File: src/design/dafd_pkg.sv
package dafd_pkg;

  localparam int unsigned HDR_BYTES   = 4;
  localparam int unsigned POS_W       = 5;
  localparam int unsigned NIB_W       = 4;
  localparam int unsigned HIST_W      = 24;
  localparam int unsigned PRED_W      = 22;
  localparam int unsigned ACC_W       = 33;
  localparam int unsigned PCM_W       = 16;
  localparam int unsigned COEF_W      = 7;
  localparam int unsigned QUEUE_DEPTH = 4;
  localparam int unsigned QPTR_W      = $clog2(QUEUE_DEPTH);

  localparam logic signed [ACC_W-1:0] PRED_MAX = 33'sd2097151;
  localparam logic signed [ACC_W-1:0] PRED_MIN = -33'sd2097152;
  localparam logic signed [ACC_W-1:0] ROUND_HALF = 33'sd32;
  localparam logic signed [17:0] PCM_MAX = 18'sd32767;
  localparam logic signed [17:0] PCM_MIN = -18'sd32768;

  typedef struct packed {
    logic signed [NIB_W-1:0] nibble;
    logic [3:0]              coef_idx;
    logic [3:0]              shift;
  } sample_req_t;

  function automatic logic [COEF_W-1:0] coef_first(input logic [3:0] idx);
    logic [COEF_W-1:0] c;
    case (idx)
      4'd1:    c = 7'd60;
      4'd2:    c = 7'd115;
      4'd3:    c = 7'd98;
      default: c = 7'd0;
    endcase
    return c;
  endfunction

  function automatic logic [COEF_W-1:0] coef_second(input logic [3:0] idx);
    logic [COEF_W-1:0] c;
    case (idx)
      4'd2:    c = 7'd52;
      4'd3:    c = 7'd55;
      default: c = 7'd0;
    endcase
    return c;
  endfunction

endpackage

File: src/design/dafd_byte_if.sv
interface dafd_byte_if;
  logic       valid;
  logic       ready;
  logic [7:0] data_byte;
  logic       frame_start;

  modport source (output valid, output data_byte, output frame_start, input ready);
  modport sink (input valid, input data_byte, input frame_start, output ready);
endinterface

File: src/design/dafd_pcm_if.sv
interface dafd_pcm_if;
  logic               valid;
  logic               ready;
  logic signed [15:0] pcm_sample;

  modport source (output valid, output pcm_sample, input ready);
  modport sink (input valid, input pcm_sample, output ready);
endinterface

File: src/design/dafd_cfg_if.sv
interface dafd_cfg_if;
  logic valid;
  logic ready;
  logic channel_select;

  modport source (output valid, output channel_select, input ready);
  modport sink (input valid, input channel_select, output ready);
endinterface

File: src/design/dafd_front.sv
module dafd_front (
  input  logic                  clk,
  input  logic                  rst_n,
  dafd_byte_if.sink             in_ch,
  dafd_cfg_if.sink              cfg_ch,
  input  logic                  q_full,
  output logic                  q_push,
  output dafd_pkg::sample_req_t q_data
);

  logic                         chan_r;
  logic [dafd_pkg::POS_W-1:0]   pos_r;
  logic [dafd_pkg::POS_W-1:0]   pos;
  logic [3:0]                   coef_r;
  logic [3:0]                   shift_r;
  logic                         accept;
  logic                         is_header;

  assign cfg_ch.ready = 1'b1;
  assign in_ch.ready  = !q_full;
  assign accept       = in_ch.valid && in_ch.ready;

  // frame_start forces this byte to position zero
  assign pos       = in_ch.frame_start ? '0 : pos_r;
  assign is_header = (pos < dafd_pkg::POS_W'(dafd_pkg::HDR_BYTES));

  assign q_push          = accept && !is_header;
  assign q_data.nibble   = chan_r ? in_ch.data_byte[7:4] : in_ch.data_byte[3:0];
  assign q_data.coef_idx = coef_r;
  assign q_data.shift    = shift_r;

  always_ff @(posedge clk) begin
    if (!rst_n) begin
      chan_r  <= 1'b0;
      pos_r   <= '0;
      coef_r  <= '0;
      shift_r <= '0;
    end else begin
      if (cfg_ch.valid && cfg_ch.ready) begin
        chan_r <= cfg_ch.channel_select;
      end
      if (accept) begin
        pos_r <= pos + 1'b1;
        if (is_header && pos == {{(dafd_pkg::POS_W-1){1'b0}}, chan_r}) begin
          coef_r  <= in_ch.data_byte[7:4];
          shift_r <= in_ch.data_byte[3:0];
        end
      end
    end
  end

endmodule

File: src/design/dafd_queue.sv
module dafd_queue (
  input  logic                  clk,
  input  logic                  rst_n,
  input  logic                  push,
  input  dafd_pkg::sample_req_t push_data,
  output logic                  full,
  input  logic                  pop,
  output logic                  head_valid,
  output dafd_pkg::sample_req_t head_data
);

  dafd_pkg::sample_req_t            mem_r [dafd_pkg::QUEUE_DEPTH];
  logic [dafd_pkg::QPTR_W-1:0]      wr_ptr_r;
  logic [dafd_pkg::QPTR_W-1:0]      rd_ptr_r;
  logic [dafd_pkg::QPTR_W:0]        count_r;
  logic [dafd_pkg::QPTR_W:0]        count_nxt;

  assign full       = (count_r == (dafd_pkg::QPTR_W+1)'(dafd_pkg::QUEUE_DEPTH));
  assign head_valid = (count_r != '0);
  assign head_data  = mem_r[rd_ptr_r];

  always_comb begin
    count_nxt = count_r;
    case ({push, pop})
      2'b10:   count_nxt = count_r + 1'b1;
      2'b01:   count_nxt = count_r - 1'b1;
      default: count_nxt = count_r;
    endcase
  end

  always_ff @(posedge clk) begin
    if (push) begin
      mem_r[wr_ptr_r] <= push_data;
    end
  end

  always_ff @(posedge clk) begin
    if (!rst_n) begin
      wr_ptr_r <= '0;
      rd_ptr_r <= '0;
      count_r  <= '0;
    end else begin
      if (push) wr_ptr_r <= wr_ptr_r + 1'b1;
      if (pop)  rd_ptr_r <= rd_ptr_r + 1'b1;
      count_r <= count_nxt;
    end
  end

endmodule

File: src/design/dafd_back.sv
module dafd_back (
  input  logic                  clk,
  input  logic                  rst_n,
  input  logic                  q_valid,
  input  dafd_pkg::sample_req_t q_data,
  output logic                  q_pop,
  dafd_pcm_if.source            out_ch
);

  logic signed [dafd_pkg::HIST_W-1:0] hist1_r;
  logic signed [dafd_pkg::HIST_W-1:0] hist2_r;
  logic signed [dafd_pkg::PCM_W-1:0]  pcm_r;
  logic signed [dafd_pkg::PCM_W-1:0]  pcm_nxt;
  logic                               valid_r;

  logic signed [dafd_pkg::COEF_W:0]   c1;
  logic signed [dafd_pkg::COEF_W:0]   c2;
  logic signed [dafd_pkg::ACC_W-1:0]  p1;
  logic signed [dafd_pkg::ACC_W-1:0]  p2;
  logic signed [dafd_pkg::ACC_W-1:0]  acc;
  logic signed [dafd_pkg::ACC_W-1:0]  pred_full;
  logic signed [dafd_pkg::PRED_W-1:0] pred;
  logic signed [15:0]                 scaled;
  logic signed [15:0]                 shifted;
  logic signed [dafd_pkg::HIST_W-1:0] hist_nxt;
  logic signed [17:0]                 pcm_wide;

  assign q_pop = q_valid && (!valid_r || out_ch.ready);

  always_comb begin
    c1 = signed'({1'b0, dafd_pkg::coef_first(q_data.coef_idx)});
    c2 = signed'({1'b0, dafd_pkg::coef_second(q_data.coef_idx)});
    p1 = hist1_r * c1;
    p2 = hist2_r * c2;
    acc = p1 - p2 + dafd_pkg::ROUND_HALF;
    pred_full = acc >>> 6;
    // clamp prediction to 22 bits
    if (pred_full > dafd_pkg::PRED_MAX) begin
      pred = dafd_pkg::PRED_W'(dafd_pkg::PRED_MAX);
    end else if (pred_full < dafd_pkg::PRED_MIN) begin
      pred = dafd_pkg::PRED_W'(dafd_pkg::PRED_MIN);
    end else begin
      pred = pred_full[dafd_pkg::PRED_W-1:0];
    end
    scaled   = {q_data.nibble, 12'b0};
    shifted  = scaled >>> q_data.shift;
    hist_nxt = signed'({shifted, 6'b0}) + pred;
    pcm_wide = hist_nxt[dafd_pkg::HIST_W-1:6];
    if (pcm_wide > dafd_pkg::PCM_MAX) begin
      pcm_nxt = dafd_pkg::PCM_W'(dafd_pkg::PCM_MAX);
    end else if (pcm_wide < dafd_pkg::PCM_MIN) begin
      pcm_nxt = dafd_pkg::PCM_W'(dafd_pkg::PCM_MIN);
    end else begin
      pcm_nxt = pcm_wide[dafd_pkg::PCM_W-1:0];
    end
  end

  assign out_ch.valid      = valid_r;
  assign out_ch.pcm_sample = pcm_r;

  always_ff @(posedge clk) begin
    if (q_pop) begin
      pcm_r <= pcm_nxt;
    end
  end

  always_ff @(posedge clk) begin
    if (!rst_n) begin
      valid_r <= 1'b0;
      hist1_r <= '0;
      hist2_r <= '0;
    end else begin
      if (q_pop) begin
        valid_r <= 1'b1;
        hist2_r <= hist1_r;
        hist1_r <= hist_nxt;
      end else if (out_ch.ready) begin
        valid_r <= 1'b0;
      end
    end
  end

endmodule

File: src/design/dtk_adpcm_frame_decoder.sv
// a sample byte accepted on in_ch is first written into the request queue, then popped by
// the back end into the output register that drives out_ch
// throughput: one byte per cycle while the queue is not full; header bytes give no result,
// sample bytes one each, set by the predictor and history update in the back end
// a four-entry request queue lets input run on while the output stalls
// reset (synchronous, rst_n low): histories, header fields, byte position and channel cleared
module dtk_adpcm_frame_decoder (
  input  logic         clk,
  input  logic         rst_n,
  dafd_byte_if.sink    in_ch,
  dafd_cfg_if.sink     cfg_ch,
  dafd_pcm_if.source   out_ch
);

  logic                  q_push;
  logic                  q_full;
  logic                  q_pop;
  logic                  q_valid;
  dafd_pkg::sample_req_t q_in;
  dafd_pkg::sample_req_t q_head;

  dafd_front u_front (
    .clk    (clk),
    .rst_n  (rst_n),
    .in_ch  (in_ch),
    .cfg_ch (cfg_ch),
    .q_full (q_full),
    .q_push (q_push),
    .q_data (q_in)
  );

  dafd_queue u_queue (
    .clk        (clk),
    .rst_n      (rst_n),
    .push       (q_push),
    .push_data  (q_in),
    .full       (q_full),
    .pop        (q_pop),
    .head_valid (q_valid),
    .head_data  (q_head)
  );

  dafd_back u_back (
    .clk     (clk),
    .rst_n   (rst_n),
    .q_valid (q_valid),
    .q_data  (q_head),
    .q_pop   (q_pop),
    .out_ch  (out_ch)
  );

endmodule
File: src/flat_wrapper.sv
// flat-port wrapper written by rule: the top's interface ports become plain ports
module dtk_adpcm_frame_decoder_flat 
  (clk, rst_n, in_ch_valid, in_ch_data_byte, in_ch_frame_start, in_ch_ready, cfg_ch_valid, cfg_ch_channel_select, cfg_ch_ready, out_ch_valid, out_ch_pcm_sample, out_ch_ready);
  dafd_byte_if in_ch_i ();
  dafd_cfg_if cfg_ch_i ();
  dafd_pcm_if out_ch_i ();
  input  logic clk;
  input  logic rst_n;
  input wire logic [$bits(in_ch_i.valid)-1:0] in_ch_valid;
  input wire logic [$bits(in_ch_i.data_byte)-1:0] in_ch_data_byte;
  input wire logic [$bits(in_ch_i.frame_start)-1:0] in_ch_frame_start;
  output wire logic [$bits(in_ch_i.ready)-1:0] in_ch_ready;
  input wire logic [$bits(cfg_ch_i.valid)-1:0] cfg_ch_valid;
  input wire logic [$bits(cfg_ch_i.channel_select)-1:0] cfg_ch_channel_select;
  output wire logic [$bits(cfg_ch_i.ready)-1:0] cfg_ch_ready;
  output wire logic [$bits(out_ch_i.valid)-1:0] out_ch_valid;
  output wire logic [$bits(out_ch_i.pcm_sample)-1:0] out_ch_pcm_sample;
  input wire logic [$bits(out_ch_i.ready)-1:0] out_ch_ready;
  assign in_ch_i.valid = in_ch_valid;
  assign in_ch_i.data_byte = in_ch_data_byte;
  assign in_ch_i.frame_start = in_ch_frame_start;
  assign in_ch_ready = in_ch_i.ready;
  assign cfg_ch_i.valid = cfg_ch_valid;
  assign cfg_ch_i.channel_select = cfg_ch_channel_select;
  assign cfg_ch_ready = cfg_ch_i.ready;
  assign out_ch_valid = out_ch_i.valid;
  assign out_ch_pcm_sample = out_ch_i.pcm_sample;
  assign out_ch_i.ready = out_ch_ready;
  dtk_adpcm_frame_decoder u_core (.clk(clk), .rst_n(rst_n), .in_ch(in_ch_i), .cfg_ch(cfg_ch_i), .out_ch(out_ch_i));
endmodule
File: config.mk
export PLATFORM = sky130hd
export DESIGN_NAME = dtk_adpcm_frame_decoder_flat
export DESIGN_NICKNAME = d
export VERILOG_FILES = /design/src/design/dafd_pkg.sv /design/src/design/dafd_byte_if.sv /design/src/design/dafd_pcm_if.sv /design/src/design/dafd_cfg_if.sv /design/src/design/dafd_front.sv /design/src/design/dafd_queue.sv /design/src/design/dafd_back.sv /design/src/design/dtk_adpcm_frame_decoder.sv /design/src/flat_wrapper.sv
export SDC_FILE = /design/constraint.sdc
export NUM_CORES = 1
export LEC_CHECK = 0
export ABC_AREA = 1
export BUFFER_PORTS_ARGS = -buffer_cell sky130_fd_sc_hd__clkbuf_2
export CORE_MARGIN = 2
export CORE_UTILIZATION = 30
export CTS_BUF_LIST = sky130_fd_sc_hd__clkbuf_8
export CTS_CLUSTER_DIAMETER = 150
export DETAILED_ROUTE_END_ITERATION = 8
export HOLD_SLACK_MARGIN = 0.06
export SLEW_MARGIN = 15
export SYNTH_ARGS = -nofsm -noshare
export SYNTH_HDL_FRONTEND = slang
export SYNTH_HIERARCHICAL = 1
export SYNTH_SLANG_ARGS = --single-unit
File: constraint.sdc
create_clock -name clk -period 20.6 [get_ports clk]
set_input_delay 2.06 -clock clk [delete_from_list [all_inputs] [get_ports clk]]
set_output_delay 2.06 -clock clk [all_outputs]
set_load 0.05 [all_outputs]
==> results.txt <==
clk_skew = 20.8 ps
Remaining Overflow, GRT = 0
Period minus WS final = 12020 ps
Data required, critical path = 20940 ps
Initial Util = 30.4%
vias in the first global route = 14500
Syn Area/Cell = 7.63 sq um
total CTS buffers = 17
Slowest cell on crit path = fa_1
Post-Synthesis Cell Area = 18000 sq um
drt total wl = 46100 microns
Ports = 34
WHS Path Cells = 1
Yosys top cell by area = fa_1
CTS root buf = clkbuf_8
Iter 0 DRT Violations = 893
Synth cell types = 49
die area = 62000 sq um
asr flop ratio synth = 0%
CTS resizes = 0
RSZ-0062 raised after global routing = no
slew at the pin closest to its max-slew limit = 1090 ps
Die Ht = 249 microns
DP HPWL = 38100 microns
layout cells sized above 1 = 7.19%
total clock sinks = 134
port bufs = 32
Setup Viol. Count Final = 0
setup TNS = 0 ps
prevailing post-synth register cell = dfxtp_1
R2R cell count = 55
H-tree lvl count = 4
final slew viol count = 0
first-pass GRT wire length = 76700 microns
clock slew at reported path FFs = 100 ps
critical path's most frequent cell = nand2_1
drt pass-1 iters = 5
Nets = 2779
Fmax = 0.0832 GHz
largest net degree at the start of global routing = 76
synth top area cells = fa_1 27%, inv_1 13%, edfxtp_1 11%
Core Area = 59100 sq um
Max-slew headroom = 27.0%
via count = 14200
total of max-cap violations = 0
CP arrival = 12360 ps
share of the synthesized area in the top cell type = 27.1%
Bufs on Longest Clock Path = 2
Synth Instances = 2359
WL/cell = 14.6 microns
total global-route track usage = 15.6%
critical path endpoint category = flip-flop
P&R area growth vs syn = 8.10%
Crit Path Max Fanout = 48
Skew-Pair Late Insertion Delay = 510 ps
final worst-path cycle share = 58.3%
HP Class = reg -> reg
Via density = 4.50
endpoints failing hold = 0
status = finished clean
sequential element share of the synthesized area = 18.5%
number of synthesized flops with an enable pin = 64
Setup CP Type = reg -> reg
Ant. Diodes = 0
global placer's final weighted congestion = 0.914
setup bufs post-CTS = 0
CTS tree = done
Post-DRT Antenna Nets = 0
yosys synthesis warning count = 6
final setup margin = 8580 ps
CP Launch Type = flip-flop
antenna violations before repair = 0
Core Rows = 89
pre-CTS WS = 8670 ps
Worst path max stage delay = 580 ps
cts hold-fix bufs = 0
top cells by count, synth = 641 x inv_1, 443 x nand2_1, 244 x fa_1, 230 x nor2_1, 142 x ha_1
most common cell in the netlist = inv_1
drt drc = 0
Yosys reg bits = 134
Die W = 249 microns
[critical path: cells and delay by family, from the launching register on]
kind | cells | cell delay (ps)
buf+inv | 11 | 2370
compound gates | 8 | 1560
simple gates | 27 | 3560
fa+ha+maj | 9 | 4040
flops | 1 | 310
[cell families (layout without fill, tap and decap cells)]
family / count (synthesis) / after routing / synth area share, %
xor gates and xnor gates: 37 / 37 / 1.80
DFF: 134 / 134 / 18.5
muxes: 1 / 1 / 0.0556
AOI/OAI and AO/OA: 238 / 238 / 7.10
other: 2 / 4 / 0.0417
and+or+nand+nor: 861 / 861 / 20.7
adders and majority gates: 386 / 386 / 37.0
buffers and inverters: 700 / 730 / 14.9
[worst paths after layout]
path | from | endpoint | slack [ps]
worst max-delay path | flip-flop | u_core/u_back/out_ch.pcm_sample[4]$_SDFFCE_PN1P_ | 8580
worst min-delay path | u_core/u_queue/rd_ptr_r[1]$_SDFFE_PN0P_ | u_core/u_queue/rd_ptr_r[1]$_SDFFE_PN0P_ | 450
worst max register to register | flip-flop | u_core/u_back/out_ch.pcm_sample[4]$_SDFFCE_PN1P_ | 8580
worst min register to register | u_core/u_queue/rd_ptr_r[1]$_SDFFE_PN0P_ | u_core/u_queue/rd_ptr_r[1]$_SDFFE_PN0P_ | 450
[state kept, by name, indices dropped and copies added (netlist names), 3 cells and up, named ones only]
name	flops
u_core/u_back/hist1_r	23
u_core/u_back/hist2_r	23
u_core/u_back/out_ch.pcm_sample	16
u_core/u_front/coef_r	4
u_core/u_front/pos_r	5
u_core/u_front/shift_r	4
u_core/u_queue/count_r	3
u_core/u_queue/mem_r	48
[placed cells by master, fill, tap and decap left out, types with 17 or more instances in the layout]
cell type / Yosys / routed
nor2_2: 21 / 21
edfxtp_1: 64 / 64
clkbuf_2: 0 / 32
clkbuf_8: 0 / 18
nor2_1: 230 / 230
ha_1: 142 / 142
o21ai_0: 101 / 101
dfxtp_1: 70 / 70
nand2_1: 443 / 441
inv_1: 641 / 641
nand3_1: 66 / 66
o21ai_1: 17 / 17
xor2_1: 25 / 25
a21oi_1: 86 / 86
nand2_2: 33 / 35
nand4_1: 31 / 31
fa_1: 244 / 244
[cell type report]
cell class	instances	area (sq um)
Multi-Input combinational cell	1527	12000
Timing Repair Buffer	41	228
Clock buffer	18	248
Clock inverter	14	198
Fill cell	6302	39700
Sequential cell	134	3320
Tap cell	773	967
Inverter	657	2470
[metrics by stage]
step	utilization, %	instance area (sq um)	hold WS (ps)	cells
floorplan	-	18000	412	2361
global placement	32.2	19000	438	3132
detailed placement	32.2	19000	442	3132
CTS	32.9	19500	455	3164
global route	32.9	19500	468	3164
finish	32.9	19500	449	3164
[routing by layer]
layer  GRT usage [%]  part of all wire [%]  up-vias
li1                -                     -     7089
met1            21.1                    47     6725
met4            4.33                   2.2        0
met2            25.6                    46      368
met3            2.54                   5.1       51
met5               0                     0        -
Power is left out: the tool's default activity adds up to more than one toggle a clock period on the data nets, which glitch-free logic cannot reach.
